File: src/design/efir_pkg.sv
package efir_pkg;

    localparam int ANGLE_BITS   = 24;
    localparam int DATA_BITS    = 32;
    localparam int CORDIC_STEPS = 30;
    localparam int TRIG_FRAC    = 30;
    localparam int CW           = 33;               // cordic x, y, z width
    localparam int TW           = 32;               // cos / sin width
    localparam int RW           = DATA_BITS + 3;    // rotated value before saturation
    localparam int EARTH_FRAC   = 32;

    // stage 0 angle prep, one stage per cordic step, fold, two lane stages, two merge stages
    localparam int PIPE_STAGES  = CORDIC_STEPS + 6;
    localparam int VEC_STAGES   = CORDIC_STEPS + 4;
    localparam int LANE_IN_STAGE = CORDIC_STEPS + 1;
    localparam int MERGE_IN_STAGE = CORDIC_STEPS + 3;

    localparam logic signed [CW-1:0] TRIG_GAIN     = 33'sd652032874;
    localparam logic signed [CW-1:0] TRIG_ONE      = 33'sd1073741824;
    localparam logic signed [CW-1:0] TRIG_MINUS    = -33'sd1073741824;
    localparam logic signed [31:0]   EARTH_RATE_Q32 = 32'sd1282842753;

    // arctangent of 2^-i in 2^-32 turn units
    localparam logic signed [CW-1:0] ATAN_TURNS [CORDIC_STEPS] = '{
        33'sd536870912, 33'sd316933406, 33'sd167458907, 33'sd85004756,
        33'sd42667331,  33'sd21354465,  33'sd10679838,  33'sd5340245,
        33'sd2670163,   33'sd1335087,   33'sd667544,    33'sd333772,
        33'sd166886,    33'sd83443,     33'sd41722,     33'sd20861,
        33'sd10430,     33'sd5215,      33'sd2608,      33'sd1304,
        33'sd652,       33'sd326,       33'sd163,       33'sd81,
        33'sd41,        33'sd20,        33'sd10,        33'sd5,
        33'sd3,         33'sd1
    };

    typedef struct packed {
        logic signed [DATA_BITS-1:0] pos_x;
        logic signed [DATA_BITS-1:0] pos_y;
        logic signed [DATA_BITS-1:0] pos_z;
        logic signed [DATA_BITS-1:0] vel_x;
        logic signed [DATA_BITS-1:0] vel_y;
        logic signed [DATA_BITS-1:0] vel_z;
        logic        [ANGLE_BITS-1:0] hour_angle;
    } in_t;

    typedef struct packed {
        logic signed [DATA_BITS-1:0] out_pos_x;
        logic signed [DATA_BITS-1:0] out_pos_y;
        logic signed [DATA_BITS-1:0] out_pos_z;
        logic signed [DATA_BITS-1:0] out_vel_x;
        logic signed [DATA_BITS-1:0] out_vel_y;
        logic signed [DATA_BITS-1:0] out_vel_z;
    } out_t;

    typedef struct packed {
        logic signed [DATA_BITS-1:0] pos_x;
        logic signed [DATA_BITS-1:0] pos_y;
        logic signed [DATA_BITS-1:0] pos_z;
        logic signed [DATA_BITS-1:0] vel_x;
        logic signed [DATA_BITS-1:0] vel_y;
        logic signed [DATA_BITS-1:0] vel_z;
    } vec_t;

    typedef struct packed {
        logic signed [TW-1:0] cos_val;
        logic signed [TW-1:0] sin_val;
        logic signed [TW-1:0] sin_neg;
    } trig_t;

    typedef struct packed {
        logic signed [RW-1:0] pos_x;
        logic signed [RW-1:0] pos_y;
        logic signed [RW-1:0] vel_x;
        logic signed [RW-1:0] vel_y;
    } rot_t;

    // clamp to the signed data range
    function automatic logic signed [DATA_BITS-1:0] sat_dw(input logic signed [RW:0] v);
        if (v[RW:DATA_BITS-1] == {(RW-DATA_BITS+2){v[RW]}}) begin
            sat_dw = v[DATA_BITS-1:0];
        end else if (v[RW]) begin
            sat_dw = {1'b1, {(DATA_BITS-1){1'b0}}};
        end else begin
            sat_dw = {1'b0, {(DATA_BITS-1){1'b1}}};
        end
    endfunction

endpackage

File: src/design/efir_merge.sv
module efir_merge (
    input  logic                                  aclk,
    input  logic                                  pipe_en,
    input  efir_pkg::rot_t                        rot,
    input  logic signed [efir_pkg::DATA_BITS-1:0] pos_z,
    input  logic signed [efir_pkg::DATA_BITS-1:0] vel_z,
    output efir_pkg::out_t                        res
);
    import efir_pkg::*;

    localparam int MW = RW + 32;
    localparam logic [MW-1:0] HALF = MW'(1) << (EARTH_FRAC - 1);

    logic signed [MW-1:0]        mx_reg;
    logic signed [MW-1:0]        my_reg;
    rot_t                        rot_reg;
    logic signed [DATA_BITS-1:0] pz_reg;
    logic signed [DATA_BITS-1:0] vz_reg;
    out_t                        res_reg;

    logic [MW-1:0]        mx_rnd;
    logic [MW-1:0]        my_rnd;
    logic signed [RW-1:0] tx;
    logic signed [RW-1:0] ty;
    logic signed [RW:0]   ux;
    logic signed [RW:0]   uy;

    // earth rate times rotated position
    always_ff @(posedge aclk) begin
        if (pipe_en) begin
            mx_reg  <= rot.pos_y * EARTH_RATE_Q32;
            my_reg  <= rot.pos_x * EARTH_RATE_Q32;
            rot_reg <= rot;
            pz_reg  <= pos_z;
            vz_reg  <= vel_z;
        end
    end

    assign mx_rnd = mx_reg + HALF;
    assign my_rnd = my_reg + HALF;
    assign tx     = mx_rnd[EARTH_FRAC+RW-1:EARTH_FRAC];
    assign ty     = my_rnd[EARTH_FRAC+RW-1:EARTH_FRAC];
    assign ux     = {rot_reg.vel_x[RW-1], rot_reg.vel_x} - {tx[RW-1], tx};
    assign uy     = {rot_reg.vel_y[RW-1], rot_reg.vel_y} + {ty[RW-1], ty};

    always_ff @(posedge aclk) begin
        if (pipe_en) begin
            res_reg.out_pos_x <= sat_dw({rot_reg.pos_x[RW-1], rot_reg.pos_x});
            res_reg.out_pos_y <= sat_dw({rot_reg.pos_y[RW-1], rot_reg.pos_y});
            res_reg.out_pos_z <= pz_reg;
            res_reg.out_vel_x <= sat_dw(ux);
            res_reg.out_vel_y <= sat_dw(uy);
            res_reg.out_vel_z <= vz_reg;
        end
    end

    assign res = res_reg;

endmodule

File: config.mk
export PLATFORM = sky130hd
export DESIGN_NAME = efir_merge
export DESIGN_NICKNAME = d
export VERILOG_FILES = /design/src/design/efir_pkg.sv /design/src/design/efir_merge.sv
export SDC_FILE = /design/constraint.sdc
export NUM_CORES = 2
export LEC_CHECK = 0
export BUFFER_PORTS_ARGS = -buffer_cell sky130_fd_sc_hd__buf_2
export CORE_MARGIN = 2
export CORE_UTILIZATION = 55
export CTS_CLUSTER_SIZE = 8
export DETAILED_ROUTE_END_ITERATION = 6
export HOLD_SLACK_MARGIN = 0.08
export PLACE_DENSITY_LB_ADDON = 0.1
export SLEW_MARGIN = 15
export SYNTH_ARGS = -nofsm -noshare
export SYNTH_HDL_FRONTEND = slang
export SYNTH_SLANG_ARGS = --single-unit
export TNS_END_PERCENT = 5
File: constraint.sdc
create_clock -name aclk -period 10.1 [get_ports aclk]
set_input_delay 2.02 -clock aclk [delete_from_list [all_inputs] [get_ports aclk]]
set_output_delay 2.02 -clock aclk [all_outputs]
set_load 0.05 [all_outputs]
==> qor.txt <==
Antenna-violating nets left - 0
Max incr delay on CP - 710 ps
Flip-flop count of the largest register after layout - 192
Post-DP Area - 54000 um^2
Slowest cell on the critical path - nor4_1
CTS tree - done
Worst Hold Path EP - res[117]$_DFFE_PP_
Met2 WL post-DR - 59.8 mm
Clk Latency, worst-skew pair - 650 ps
Syn Area/Cell - 11.4 um^2
Ant. Diodes - 0
R2R Setup Slk - 4740 ps
CP Data Required Time - 10470 ps
Gpl congestion - 0.972
Hold path depth - 0
Synth area leader - edfxtp_1
CTS Hold Bufs - 0
WP buf/inv - 3
Final Cell Area - 56000 um^2
Number of synthesis warnings - 0
Via Count - 33000
IO buf count - 397
Cell variety after synth - 79
Bufs on Longest Clock Path - 3
Wire length on met1 - 54.3 mm
Fin nets - 6531
Final hold vios - 0
Vias per std cell - 5.43
Number of global-route vias before repair - 34200
Crit end category - register
Status - finished, final reports clean
Cts bufs inserted - 70
Die area - 94600 um^2
Initial antenna violation count - 1
Setup Viol. Count Final - 0
Most frequent cell after synthesis - inv_1
Mean routed wirelength per cell - 20.4 um
Drt pass-1 iters - 6
Worst min path class - reg2reg
Cell mode on critical path - fa_1
Core area - 91500 um^2
Synthesis-to-finish area growth - 10.5%
Synth Net Count - 6120
Drt first-iter violations - 2152
CP max FO - 8
Postcts setup bufs - 0
Root buf cell - clkbuf_16
Max Clock Freq - 0.114 GHz
RSZ-0062 raised after global routing - no
Crit path launch type - primary input
Worst R2R Path Depth - 22
Fraction of layout cells with a size suffix above 1 - 11.5%
Post-CTS sizing - 0
Post-synthesis register bit count - 468
Mapped Area - 50700 um^2
Fin Clk Skew - 40.1 ps
Met3 routed WL - 6.87 mm
Gr usage total - 26.6%
Area share of the largest cell type after synthesis - 27.7%
Hold_sp - pz_reg[21]$_DFFE_PP_
Height of the chip - 308 um
GRT overflow - 0
Drc violations - 0
Post-synthesis async set-or-reset flop share - 0%
Setup_tns - 0 ps
Slew @ Worst Pin - 984 ps
# IOs - 398
Crit path DAT - 9110 ps
Dpl hpwl - 103 mm
CP top delay family - adder cells
Syn Inst Count - 4458
Synth area leaders - edfxtp_1 28%, fa_1 26%, ha_1 20%, inv_1 7.1%, xnor2_1 2.7%
Reg clk slew, reported paths - 50 ps
Most frequent cells after synthesis - 959 x inv_1, 794 x ha_1, 662 x fa_1
Max-slew violation count - 0
Slew HR - 34.4%
Top routing layer used - met4
Die Width - 308 um
CP Class - in2reg
Starting Density - 55.4%
Cell Chain, Critical Path - buf_2 -> inv_1 -> fa_1 -> inv_1 -> fa_1 -> ha_1 -> fa_1 -> fa_1 -> fa_1 -> fa_1 -> ha_1 -> ha_1 -> a21o_1 -> a21oi_1 -> o21ai_0 -> nor4_1 -> o21bai_1 -> a211oi_1 -> o221ai_1 -> a21oi_1 -> xnor2_1
RR Endpoint - res[66]$_DFFE_PP_
H-tree depth - 3
Final wirelength - 124 mm
Final Cycle Share - 86.6%
Post-synth EDFFs - 468
Period minus WS final - 8750 ps
Largest net degree at the start of global routing - 130
Num rows - 111
First-pass GRT wire length - 192 mm
Clk sink count - 468
Sequential share of the synthesized area - 27.7%
Most used DFF post-synth - edfxtp_1
Max-cap viol count - 0
Reg-to-Reg Start - mx_reg[35]$_DFFE_PP_
==> cells in the final DEF, fill, tap and decap left out, types with 116 or more instances in the layout <==
master and instances:
nor2_1 116, xnor2_1 156, buf_2 396, o21ai_0 151, inv_1 959, ha_1 794, fa_1 662, nand2_1 205
edfxtp_1 468, a21oi_1 183
==> how the worst max path moves through the flow <==
| stage | from | endpoint | slack (ps) | cells past startpoint |
|---|---|---|---|---|
| final | rot[85] | mx_reg[62]$_DFFE_PP_ | 1350 | 21 |
| after global routing | rot[85] | mx_reg[63]$_DFFE_PP_ | 920 | 21 |
| after CTS | rot[85] | mx_reg[63]$_DFFE_PP_ | 1410 | 21 |
| after detailed placement | rot[85] | mx_reg[63]$_DFFE_PP_ | 770 | 21 |
| after global placement | rot[85] | mx_reg[63]$_DFFE_PP_ | 820 | 21 |
| after floorplan | rot[114] | my_reg[66]$_DFFE_PP_ | 1950 | 22 |
==> logic make-up (layout without fill, tap and decap cells) <==
group,count (synthesis),in the layout,share of synthesized area (%)
AOI/OAI and AO/OA,657,657,8.71
xor gates and xnor gates,253,253,4.37
adders and majority gates,1456,1456,45.7
buffers and inverters,1037,1462,7.80
DFF,468,468,27.7
muxes,13,13,0.259
and+or+nand+nor,574,574,5.39
==> worst register-to-register path, delay by kind of cell, from the launching register on <==
family	cells	cell delay, ps
fa+ha+maj	1	340
flops	1	420
simple gates	10	1810
compound gates	9	1970
xor+xnor	1	210
buf+inv	1	360
==> cell type report <==
class	count	area, um^2
Sequential cell	468	14100
Fill cell	7529	35500
Timing Repair Buffer	416	2160
Tap cell	1186	1480
Multi-Input combinational cell	2953	32700
Clock buffer	72	1760
Inverter	960	3600
Clock inverter	14	218
==> layer usage <==
layer  up-vias  GRT usage, %
met5         -             0
met4         0          7.46
met2       891          44.7
met3       150          3.75
li1      15700             -
met1     16300          36.1
==> per-stage QoR <==
stage | worst slack [ps] | util (%) | instances | hold slack, ps
2_1_floorplan | 1950 | - | 4458 | 400
3_3_place_gp | 817 | 59.1 | 5983 | 400
3_5_place_dp | 766 | 59.1 | 5983 | 405
4_1_cts | 1410 | 61.2 | 6069 | 413
5_1_grt | 919 | 61.2 | 6069 | 420
6_report | 1350 | 61.2 | 6069 | 415
Power is not shown: default switching activity piles up to over one toggle a cycle in this logic, so the estimate is an artifact.
